===== src/hw/rtl/lnle_pkg.sv =====
package lnle_pkg;

	// Longest login name the line buffer holds.
	localparam int NAME_LEN = 16;
	localparam int CNT_W    = $clog2(NAME_LEN + 1);
	localparam int IDX_W    = (NAME_LEN > 1) ? $clog2(NAME_LEN) : 1;
	localparam logic [CNT_W-1:0] FULL_CNT = CNT_W'(NAME_LEN);

	// Depth of the command queue between front and back end (a power of two).
	localparam int Q_DEPTH = 2;
	localparam int Q_PTR_W = (Q_DEPTH > 1) ? $clog2(Q_DEPTH) : 1;

	localparam int CHAR_W = 7;
	localparam int LEN_W  = 5;

	localparam logic [CHAR_W-1:0] CH_CR       = 7'd13;
	localparam logic [CHAR_W-1:0] CH_LF       = 7'd10;
	localparam logic [CHAR_W-1:0] CH_NUL      = 7'd0;
	localparam logic [CHAR_W-1:0] CASE_OFFSET = 7'd32;
	localparam logic [CHAR_W-1:0] ERASE_RESET = 7'd35;
	localparam logic [CHAR_W-1:0] KILL_RESET  = 7'd64;

	// Configuration register indexes.
	localparam logic REG_ERASE = 1'b0;
	localparam logic REG_KILL  = 1'b1;

	typedef enum logic [1:0] {
		KIND_ECHO  = 2'd0,
		KIND_NAME  = 2'd1,
		KIND_DONE  = 2'd2,
		KIND_BREAK = 2'd3
	} kind_t;

	typedef enum logic [2:0] {
		OP_STORE,
		OP_ERASE,
		OP_KILL,
		OP_CR,
		OP_LF,
		OP_BREAK
	} op_t;

	typedef struct packed {
		op_t               op;
		logic [7:0]        raw;
		logic [CHAR_W-1:0] ch;
		logic              set_upper;
		logic              set_lower;
	} cmd_t;

	typedef struct packed {
		logic full;
		logic empty;
	} q_stat_t;

	typedef struct packed {
		kind_t             kind;
		logic [7:0]        data_byte;
		logic [LEN_W-1:0]  name_length;
		logic              saw_cr;
		logic              saw_upper;
		logic              saw_lower;
		logic              last_of_run;
	} item_t;

	// The length field is five bits wide whatever the buffer size.
	function automatic logic [LEN_W-1:0] len_field(input logic [CNT_W-1:0] cnt);
		logic [31:0] wide;
		wide = 32'(cnt);
		return wide[LEN_W-1:0];
	endfunction

endpackage


===== src/hw/rtl/lnle_in_if.sv =====
interface lnle_in_if;
	logic       valid;
	logic       ready;
	logic [7:0] rx_byte;

	modport source (output valid, output rx_byte, input ready);
	modport sink (input valid, input rx_byte, output ready);
endinterface


===== src/hw/rtl/lnle_out_if.sv =====
interface lnle_out_if;
	logic       valid;
	logic       ready;
	logic [1:0] kind;
	logic [7:0] data_byte;
	logic [4:0] name_length;
	logic       saw_cr;
	logic       saw_upper;
	logic       saw_lower;
	logic       last_of_run;

	modport source (output valid, output kind, output data_byte, output name_length,
		output saw_cr, output saw_upper, output saw_lower, output last_of_run,
		input ready);
	modport sink (input valid, input kind, input data_byte, input name_length,
		input saw_cr, input saw_upper, input saw_lower, input last_of_run,
		output ready);
endinterface


===== src/hw/rtl/login_name_line_editor.sv =====
// Login name line editor.
// byte_chan carries one received terminal byte per request (bit 7 is parity
// and is ignored for classification). result_chan returns the results of
// each request in order: echoes, name characters, a completion item with
// the name length and case and CR flags, or a break item; last_of_run marks
// the final result of a request. Both channels use valid/ready and move a
// request at a clock edge where both are high.
// The user sets the erase and kill characters through the write port (wr_en,
// wr_index, wr_data) only while the block is idle; the block does not check it.
// Each request passes through the command queue and then the back end's
// output register before its first result is shown. A request causes from
// one result (break, erase, kill, stored character) up to NAME_LEN + 3 when a
// name completes; the single output register of the back end shows them in turn.
// A two-entry command queue sits between classifier and back end, so the
// input stays ready while a result waits to be taken.
// Reset (arst_n low) empties the line and the queue and sets the erase and
// kill characters to '#' and '@'. When the receiver stalls, the output item
// holds, the back end waits, and once the queue is full the input drops ready.
module login_name_line_editor (
	input  logic         clk,
	input  logic         arst_n,
	lnle_in_if.sink      byte_chan,
	lnle_out_if.source   result_chan,
	input  logic         wr_en,
	input  logic         wr_index,
	input  logic [6:0]   wr_data
);
	import lnle_pkg::*;

	logic    push;
	logic    pop;
	cmd_t    push_cmd;
	cmd_t    pop_cmd;
	q_stat_t q_stat;

	// Front end: holds the edit characters and classifies each byte.
	lnle_front u_front (
		.clk       (clk),
		.arst_n    (arst_n),
		.byte_chan (byte_chan),
		.wr_en     (wr_en),
		.wr_index  (wr_index),
		.wr_data   (wr_data),
		.q_stat    (q_stat),
		.push      (push),
		.cmd       (push_cmd)
	);

	// Short queue so the classifier and the result sequencer stall apart.
	lnle_queue u_queue (
		.clk      (clk),
		.arst_n   (arst_n),
		.push     (push),
		.push_cmd (push_cmd),
		.pop      (pop),
		.pop_cmd  (pop_cmd),
		.q_stat   (q_stat)
	);

	// Back end: owns the line buffer and flags and emits the results.
	lnle_back u_back (
		.clk         (clk),
		.arst_n      (arst_n),
		.cmd         (pop_cmd),
		.q_stat      (q_stat),
		.pop         (pop),
		.result_chan (result_chan)
	);

	// The back end only takes a command that the queue really holds.
	a_pop_nonempty: assert property (@(posedge clk) disable iff (!arst_n)
		pop |-> !q_stat.empty)
		else $error("command taken from an empty queue");

	// A completion item always closes its run and carries no character.
	a_done_last: assert property (@(posedge clk) disable iff (!arst_n)
		(result_chan.valid && result_chan.kind == KIND_DONE)
		|-> (result_chan.last_of_run && result_chan.data_byte == 8'd0))
		else $error("completion item malformed");

	// Name characters are 7-bit values, with letters in lowercase, and never end a run.
	a_name_mid: assert property (@(posedge clk) disable iff (!arst_n)
		(result_chan.valid && result_chan.kind == KIND_NAME)
		|-> (!result_chan.last_of_run && !result_chan.data_byte[7]))
		else $error("name character item malformed");

	// The reported length never exceeds the buffer.
	a_len_bound: assert property (@(posedge clk) disable iff (!arst_n)
		result_chan.valid |-> (32'(result_chan.name_length) <= NAME_LEN))
		else $error("name length beyond buffer size");

endmodule


===== src/hw/rtl/lnle_front.sv =====
module lnle_front (
	input  logic                     clk,
	input  logic                     arst_n,
	lnle_in_if.sink                  byte_chan,
	input  logic                     wr_en,
	input  logic                     wr_index,
	input  logic [6:0]               wr_data,
	input  lnle_pkg::q_stat_t        q_stat,
	output logic                     push,
	output lnle_pkg::cmd_t           cmd
);
	import lnle_pkg::*;

	logic [CHAR_W-1:0] erase_q;
	logic [CHAR_W-1:0] kill_q;
	logic [CHAR_W-1:0] c;

	always_ff @(posedge clk or negedge arst_n) begin
		if (!arst_n) begin
			erase_q <= ERASE_RESET;
			kill_q  <= KILL_RESET;
		end else if (wr_en) begin
			case (wr_index)
				REG_ERASE: erase_q <= wr_data;
				REG_KILL:  kill_q  <= wr_data;
				default:   ;
			endcase
		end
	end

	assign byte_chan.ready = !q_stat.full;
	assign push            = byte_chan.valid && !q_stat.full;
	assign c               = byte_chan.rx_byte[6:0];

	// Letters are tested before the edit characters, so a letter chosen as
	// erase or kill is still stored.
	always_comb begin
		cmd.raw       = byte_chan.rx_byte;
		cmd.ch        = c;
		cmd.set_upper = 1'b0;
		cmd.set_lower = 1'b0;
		cmd.op        = OP_STORE;
		if (c == CH_NUL) begin
			cmd.op = OP_BREAK;
		end else if (c >= 7'd97 && c <= 7'd122) begin
			cmd.set_lower = 1'b1;
		end else if (c >= 7'd65 && c <= 7'd90) begin
			cmd.set_upper = 1'b1;
			cmd.ch        = c + CASE_OFFSET;
		end else if (c == erase_q) begin
			cmd.op = OP_ERASE;
		end else if (c == kill_q) begin
			cmd.op = OP_KILL;
		end else if (c == CH_CR) begin
			cmd.op = OP_CR;
		end else if (c == CH_LF) begin
			cmd.op = OP_LF;
		end
	end

endmodule


===== src/hw/rtl/lnle_queue.sv =====
module lnle_queue (
	input  logic               clk,
	input  logic               arst_n,
	input  logic               push,
	input  lnle_pkg::cmd_t     push_cmd,
	input  logic               pop,
	output lnle_pkg::cmd_t     pop_cmd,
	output lnle_pkg::q_stat_t  q_stat
);
	import lnle_pkg::*;

	cmd_t               entries_q [Q_DEPTH];
	logic [Q_PTR_W-1:0] wr_ptr_q;
	logic [Q_PTR_W-1:0] rd_ptr_q;
	logic [Q_PTR_W:0]   cnt_q;

	assign q_stat.full  = (cnt_q == (Q_PTR_W + 1)'(Q_DEPTH));
	assign q_stat.empty = (cnt_q == '0);
	assign pop_cmd      = entries_q[rd_ptr_q];

	always_ff @(posedge clk) begin
		if (push) begin
			entries_q[wr_ptr_q] <= push_cmd;
		end
	end

	always_ff @(posedge clk or negedge arst_n) begin
		if (!arst_n) begin
			wr_ptr_q <= '0;
			rd_ptr_q <= '0;
			cnt_q    <= '0;
		end else begin
			if (push) begin
				wr_ptr_q <= wr_ptr_q + 1'b1;
			end
			if (pop) begin
				rd_ptr_q <= rd_ptr_q + 1'b1;
			end
			if (push && !pop) begin
				cnt_q <= cnt_q + 1'b1;
			end else if (pop && !push) begin
				cnt_q <= cnt_q - 1'b1;
			end
		end
	end

endmodule


===== src/hw/rtl/lnle_back.sv =====
module lnle_back (
	input  logic               clk,
	input  logic               arst_n,
	input  lnle_pkg::cmd_t     cmd,
	input  lnle_pkg::q_stat_t  q_stat,
	output logic               pop,
	lnle_out_if.source         result_chan
);
	import lnle_pkg::*;

	typedef enum logic [1:0] {
		ST_IDLE,
		ST_EXTRA,
		ST_NAME,
		ST_DONE
	} state_t;

	state_t            state_q;
	item_t             item_q;
	logic              out_valid_q;
	logic [CNT_W-1:0]  fill_q;
	logic              upper_q;
	logic              lower_q;
	logic              cr_q;
	logic [CHAR_W-1:0] extra_q;
	logic [IDX_W-1:0]  rd_idx_q;
	logic [CHAR_W-1:0] name_store [NAME_LEN];
	logic              load;
	logic              fire;
	logic              store_we;
	logic              has_room;

	function automatic item_t make_item(input kind_t k, input logic [7:0] d,
		input logic [LEN_W-1:0] len, input logic cr, input logic up, input logic lo,
		input logic last);
		item_t it;
		it.kind        = k;
		it.data_byte   = d;
		it.name_length = len;
		it.saw_cr      = cr;
		it.saw_upper   = up;
		it.saw_lower   = lo;
		it.last_of_run = last;
		return it;
	endfunction

	assign load     = !out_valid_q || result_chan.ready;
	assign pop      = (state_q == ST_IDLE) && !q_stat.empty && load;
	// A new item enters the output register in this cycle.
	assign fire     = (state_q == ST_IDLE) ? pop : load;
	assign has_room = (fill_q < FULL_CNT);
	assign store_we = pop && (cmd.op == OP_STORE) && has_room;

	assign result_chan.valid       = out_valid_q;
	assign result_chan.kind        = item_q.kind;
	assign result_chan.data_byte   = item_q.data_byte;
	assign result_chan.name_length = item_q.name_length;
	assign result_chan.saw_cr      = item_q.saw_cr;
	assign result_chan.saw_upper   = item_q.saw_upper;
	assign result_chan.saw_lower   = item_q.saw_lower;
	assign result_chan.last_of_run = item_q.last_of_run;

	always_ff @(posedge clk) begin
		if (store_we) begin
			name_store[fill_q[IDX_W-1:0]] <= cmd.ch;
		end
	end

	always_ff @(posedge clk or negedge arst_n) begin
		if (!arst_n) begin
			state_q     <= ST_IDLE;
			item_q      <= '0;
			out_valid_q <= 1'b0;
			fill_q      <= '0;
			upper_q     <= 1'b0;
			lower_q     <= 1'b0;
			cr_q        <= 1'b0;
			extra_q     <= '0;
			rd_idx_q    <= '0;
		end else begin
			out_valid_q <= fire || (out_valid_q && !result_chan.ready);
			case (state_q)
				ST_IDLE: begin
					if (pop) begin
						if (cmd.op == OP_BREAK) begin
							item_q  <= make_item(KIND_BREAK, 8'd0, '0, 1'b0, 1'b0, 1'b0, 1'b1);
							fill_q  <= '0;
							upper_q <= 1'b0;
							lower_q <= 1'b0;
						end else begin
							upper_q <= upper_q | cmd.set_upper;
							lower_q <= lower_q | cmd.set_lower;
							case (cmd.op)
								OP_ERASE: begin
									item_q <= make_item(KIND_ECHO, cmd.raw, '0, 1'b0, 1'b0, 1'b0,
										1'b1);
									if (fill_q != '0) begin
										fill_q <= fill_q - 1'b1;
									end
								end
								OP_KILL: begin
									item_q <= make_item(KIND_ECHO, cmd.raw, '0, 1'b0, 1'b0, 1'b0,
										1'b1);
									fill_q <= '0;
								end
								OP_CR: begin
									item_q  <= make_item(KIND_ECHO, cmd.raw, '0, 1'b0, 1'b0, 1'b0,
										1'b0);
									extra_q <= CH_LF;
									cr_q    <= 1'b1;
									state_q <= ST_EXTRA;
								end
								OP_LF: begin
									item_q  <= make_item(KIND_ECHO, cmd.raw, '0, 1'b0, 1'b0, 1'b0,
										1'b0);
									extra_q <= CH_CR;
									cr_q    <= 1'b0;
									state_q <= ST_EXTRA;
								end
								default: begin
									if (has_room) begin
										item_q <= make_item(KIND_ECHO, cmd.raw, '0, 1'b0, 1'b0,
											1'b0, 1'b1);
										fill_q <= fill_q + 1'b1;
									end else begin
										// Full buffer: drop the character and complete.
										item_q  <= make_item(KIND_ECHO, cmd.raw, '0, 1'b0, 1'b0,
											1'b0, 1'b0);
										extra_q <= CH_CR;
										cr_q    <= 1'b0;
										state_q <= ST_EXTRA;
									end
								end
							endcase
						end
					end
				end
				ST_EXTRA: begin
					if (load) begin
						item_q      <= make_item(KIND_ECHO, {1'b0, extra_q}, '0, 1'b0, 1'b0,
							1'b0, 1'b0);
						rd_idx_q    <= '0;
						state_q     <= (fill_q == '0) ? ST_DONE : ST_NAME;
					end
				end
				ST_NAME: begin
					if (load) begin
						item_q      <= make_item(KIND_NAME, {1'b0, name_store[rd_idx_q]}, '0,
							1'b0, 1'b0, 1'b0, 1'b0);
						rd_idx_q    <= rd_idx_q + 1'b1;
						if ((CNT_W'(rd_idx_q) + 1'b1) == fill_q) begin
							state_q <= ST_DONE;
						end
					end
				end
				ST_DONE: begin
					if (load) begin
						item_q      <= make_item(KIND_DONE, 8'd0, len_field(fill_q), cr_q,
							upper_q, lower_q, 1'b1);
						fill_q      <= '0;
						upper_q     <= 1'b0;
						lower_q     <= 1'b0;
						state_q     <= ST_IDLE;
					end
				end
				default: state_q <= ST_IDLE;
			endcase
		end
	end

endmodule


===== src/flat_wrapper.sv =====
// flat-port wrapper written by rule: the top's interface ports become plain ports
module login_name_line_editor_flat import lnle_pkg::*;
  (clk, arst_n, wr_en, wr_index, wr_data, byte_chan_valid, byte_chan_rx_byte, byte_chan_ready, result_chan_valid, result_chan_kind, result_chan_data_byte, result_chan_name_length, result_chan_saw_cr, result_chan_saw_upper, result_chan_saw_lower, result_chan_last_of_run, result_chan_ready);
  lnle_in_if byte_chan_i ();
  lnle_out_if result_chan_i ();
  input  logic clk;
  input  logic arst_n;
  input  logic wr_en;
  input  logic wr_index;
  input  logic [6:0] wr_data;
  input wire logic [$bits(byte_chan_i.valid)-1:0] byte_chan_valid;
  input wire logic [$bits(byte_chan_i.rx_byte)-1:0] byte_chan_rx_byte;
  output wire logic [$bits(byte_chan_i.ready)-1:0] byte_chan_ready;
  output wire logic [$bits(result_chan_i.valid)-1:0] result_chan_valid;
  output wire logic [$bits(result_chan_i.kind)-1:0] result_chan_kind;
  output wire logic [$bits(result_chan_i.data_byte)-1:0] result_chan_data_byte;
  output wire logic [$bits(result_chan_i.name_length)-1:0] result_chan_name_length;
  output wire logic [$bits(result_chan_i.saw_cr)-1:0] result_chan_saw_cr;
  output wire logic [$bits(result_chan_i.saw_upper)-1:0] result_chan_saw_upper;
  output wire logic [$bits(result_chan_i.saw_lower)-1:0] result_chan_saw_lower;
  output wire logic [$bits(result_chan_i.last_of_run)-1:0] result_chan_last_of_run;
  input wire logic [$bits(result_chan_i.ready)-1:0] result_chan_ready;
  assign byte_chan_i.valid = byte_chan_valid;
  assign byte_chan_i.rx_byte = byte_chan_rx_byte;
  assign byte_chan_ready = byte_chan_i.ready;
  assign result_chan_valid = result_chan_i.valid;
  assign result_chan_kind = result_chan_i.kind;
  assign result_chan_data_byte = result_chan_i.data_byte;
  assign result_chan_name_length = result_chan_i.name_length;
  assign result_chan_saw_cr = result_chan_i.saw_cr;
  assign result_chan_saw_upper = result_chan_i.saw_upper;
  assign result_chan_saw_lower = result_chan_i.saw_lower;
  assign result_chan_last_of_run = result_chan_i.last_of_run;
  assign result_chan_i.ready = result_chan_ready;
  login_name_line_editor u_core (.clk(clk), .arst_n(arst_n), .byte_chan(byte_chan_i), .result_chan(result_chan_i), .wr_en(wr_en), .wr_index(wr_index), .wr_data(wr_data));
endmodule

===== config.mk =====
export PLATFORM = sky130hd
export DESIGN_NAME = login_name_line_editor_flat
export DESIGN_NICKNAME = d
export VERILOG_FILES = /design/src/hw/rtl/lnle_pkg.sv /design/src/hw/rtl/lnle_in_if.sv /design/src/hw/rtl/lnle_out_if.sv /design/src/hw/rtl/login_name_line_editor.sv /design/src/hw/rtl/lnle_front.sv /design/src/hw/rtl/lnle_queue.sv /design/src/hw/rtl/lnle_back.sv /design/src/flat_wrapper.sv
export SDC_FILE = /design/constraint.sdc
export NUM_CORES = 1
export LEC_CHECK = 0
export ABC_AREA = 1
export BUFFER_PORTS_ARGS = -buffer_cell sky130_fd_sc_hd__buf_4
export CAP_MARGIN = 20
export CORE_MARGIN = 4
export CORE_UTILIZATION = 45
export CTS_CLUSTER_SIZE = 25
export DETAILED_ROUTE_END_ITERATION = 8
export HOLD_SLACK_MARGIN = 0.08
export PLACE_DENSITY_LB_ADDON = 0.15
export SLEW_MARGIN = 30
export SYNTH_ARGS = -nofsm -noshare
export SYNTH_HDL_FRONTEND = slang
export SYNTH_HIERARCHICAL = 1
export SYNTH_SLANG_ARGS = --single-unit

===== constraint.sdc =====
create_clock -name clk -period 3.15 [get_ports clk]
set_input_delay 0.63 -clock clk [delete_from_list [all_inputs] [get_ports clk]]
set_output_delay 0.63 -clock clk [all_outputs]
set_load 0.01 [all_outputs]

==> key figures <==
Yosys
  • Ys flop type: edfxtp_1
  • Syn nets: 1,071
  • Synthesized flop and latch total: 206
  • Post-Syn Instances: 1,040
  • Mapped cell area: 10,000 sq um
  • Distinct cell type count after synthesis: 45
  • Number of synthesized flops with an enable pin: 152
  • Syn_area_per_cell: 9.65 sq um
  • Register area share after synthesis: 59.0%
  • Yosys warnings: 6
  • FFs w/ async S/R, synth: 26.2%

Pwr
  • Gate power share: 36.1%
  • Register share of total power: 36.6%
  • Switching Share: 37.4%
  • Leak: 5.06 nW
  • Pwr dens: 918 nW/um^2
  • Psw: 3.86 mW
  • Clock power share: 27.2%
  • Internal Power: 6.46 mW
  • Max IR drop VDD: 0.000445 V

STA
  • Final min period: 2.82 ns
  • Final Max Slew Viols: 0
  • Tcrit/Tclk final: 89.4%
  • Final Hold Viols: 0
  • Final setup violation count: 0
  • Worst slew margin: 37.0%
  • Worst-margin pin slew: 0.944 ns
  • Max Fclk: 0.355 GHz
  • Final Skew: 0.0122 ns
  • Sum Neg Setup Slack: 0 ns
  • RSZ-0062 raised after global routing: false

Detailed routing
  • Routed vias: 6,804
  • Routed wire per std cell: 16.7 um
  • Pre-antenna DRT Iters: 5
  • Residual DRC: 0
  • Final wirelength: 22,800 um
  • DR iter-0 viols: 485
  • Vias per cell: 4.99
  • Routed Antenna Nets: 0

Global route
  • Gr usage total: 18.7%
  • Total gr overflow: 0
  • First-pass GRT wire length: 36,000 um
  • Initial antenna violation count: 0
  • Pin count of the biggest net entering global routing: 55
  • Via count of the first global-routing pass: 6,572

Floorplan
  • Die width: 157 um
  • Die area: 24,800 sq um
  • Starting density of the core: 45.9%
  • Rows: 54
  • Die Ht: 157 um
  • I/O Pins: 42
  • Core area: 21,900 sq um

Final layout
  • Antenna Cells: 0
  • Nets: 1,097
  • Post-Layout Inst Area: 11,200 sq um
  • Commonest non-fill, non-tap cell in the layout: nand2_1
  • Area Growth Syn to Fin: 12.0%
  • Most frequent cells in the layout: nand2_1, inv_1, edfxtp_1
  • Layout fillers: 2,021
  • Share of cells above drive strength 1: 14.6%

Clock tree
  • Setup bufs post-CTS: 0
  • CTS tree: built
  • Clk root buf: clkbuf_16
  • Later-pin clock latency in the skew report: 0.52 ns
  • H-tree Lvls: 1
  • # resized after CTS: 0
  • Post-cts hold buffer count: 0
  • Worst-path clk slew: 0.06 ns
  • Clk sinks: 206
  • CTS Buf Count: 24
  • Clock buffer depth: 3

Critical path
  • Crit path DAT: 2.96 ns
  • Worst r2r path cells: 6
  • Worst Path Required: 3.29 ns
  • Critical path peak fanout: 7
  • RR Startpoint: u_core/u_back/state_q[0]$_DFFE_PN0P_
  • CP Launch Type: register
  • Crit Path Category: register to register
  • Crit path capture type: register
  • Reg2reg end: u_core/u_back/name_store[6][3]$_DFFE_PP_
  • Register-to-Register Setup Slack: 0.33 ns

Placement
  • Port Buffers: 41
  • DP Area: 10,400 sq um
  • Gpl congestion: 0.890
  • Hpwl dp: 15,400 um

Run status
  • Status: complete, no violations

Flow run
  • Max-cap violations: 0

Hold path
  • Hold Crit Class: primary input to asynchronous set/reset pin
## logic make-up after synthesis
logic type	Yosys count	share of synthesized area (%)
multiplexers	20	2.95
AO/OA/AOI/OAI	62	3.63
XOR/XNOR	13	1.13
flip-flops	206	59.0
AND/OR/NAND/NOR	510	22.5
adder cells (fa/ha/maj)	10	1.25
buffers and inverters	219	9.54
## worst max path at each step
stage                                         startpoint                                        end  slack [ns]  depth (start not counted)
floorplan            u_core/u_queue/rd_ptr_q$_DFFE_PN0P_  u_core/u_back/name_store[12][0]$_DFFE_PP_        0.85                          7
global placement                       result_chan_ready  u_core/u_back/name_store[11][6]$_DFFE_PP_        0.47                          7
detailed placement                     result_chan_ready   u_core/u_back/name_store[6][5]$_DFFE_PP_        0.40                          7
CTS                 u_core/u_back/state_q[0]$_DFFE_PN0P_   u_core/u_back/name_store[5][5]$_DFFE_PP_        0.39                          6
global route        u_core/u_back/state_q[0]$_DFFE_PN0P_   u_core/u_back/name_store[6][3]$_DFFE_PP_        0.18                          6
finish              u_core/u_back/state_q[0]$_DFFE_PN0P_   u_core/u_back/name_store[6][3]$_DFFE_PP_        0.33                          6
## through the flow
| step | utilization (%) | setup slack (ns) | power [mW] | instances | hold WS (ns) |
|---|---|---|---|---|---|
| floorplan | - | 0.848 | 6.45 | 1040 | 0.334 |
| global route | 51.4 | 0.182 | 11.0 | 1364 | 0.214 |
| finish | 51.4 | 0.335 | 10.3 | 1364 | 0.168 |
| detailed placement | 47.7 | 0.400 | 7.58 | 1320 | 0.454 |
| global placement | 47.7 | 0.474 | 7.58 | 1320 | 0.456 |
| CTS | 51.4 | 0.391 | 10.4 | 1364 | 0.183 |
## routing by layer
metal | GRT usage (%) | share of wire, %
met3 | 3.11 | 5.5
met4 | 5.04 | 2.1
met1 | 26.4 | 45
met5 | 0 | 0
met2 | 30.1 | 47
## synthesized netlist by cell type (5+ instances only)
master / instances / area (sq um)
ha_1: 10 / 125
inv_2: 12 / 45.0
nand2_2: 14 / 87.6
nand3_1: 111 / 556
o21ai_0: 21 / 105
o31ai_1: 8 / 60.1
dfrtp_1: 50 / 1250
xor2_1: 8 / 70.1
xnor2_1: 5 / 43.8
mux2_4: 19 / 285
o21ai_1: 5 / 25.0
buf_6: 8 / 90.1
nand4_1: 8 / 50.1
inv_1: 155 / 582
nand2_1: 300 / 1130
edfxtp_1: 152 / 4560
nand3_2: 7 / 70.1
a21oi_1: 15 / 75.1
clkbuf_1: 12 / 45.0
nor2_1: 53 / 199
buf_2: 11 / 55.1
buf_4: 16 / 120
## worst max-delay path, stage by stage (launching register included)
cell     delay [ns]
dfrtp_1        0.44
inv_1          0.13
ha_1           0.34
nand3_4        0.18
nor4_4         0.40
nand3_1        0.34
nor2_1         0.60
## power by group through the flow
stage               Clock (mW)  Sequential (mW)  Combinational, mW
global route              3.01             3.83               4.17
global placement             0             3.83               3.75
detailed placement           0             3.83               3.75
CTS                       2.88             3.78               3.76
floorplan                    0             3.77               2.68
finish                    2.81             3.78               3.73
## sequential cells by signal, summed over array words and instances (netlist names), 3 cells and up
signal                                 cells
u_core/u_back/rd_idx_q                     4
u_core/u_back/result_chan.name_length      5
u_core/u_back/result_chan.data_byte        8
u_core/u_back/fill_q                       5
u_core/u_front/kill_q                      7
u_core/u_back/name_store                 112
u_core/u_back/extra_q                      3
u_core/u_queue/entries_q                  40
u_core/u_front/erase_q                     7
## area by class of cell
type / count / area (sq um) / share of cell area, %
Sequential cell: 206 / 5920 / 52.7
Multi-Input combinational cell: 615 / 3160 / 28.1
Inverter: 170 / 638 / 5.67
Clock buffer: 28 / 616 / 5.47
Timing Repair Buffer: 49 / 368 / 3.27
Tap cell: 280 / 350 / 3.12
Clock inverter: 16 / 193 / 1.71
Note: power is estimated with default switching activity, not from simulation.
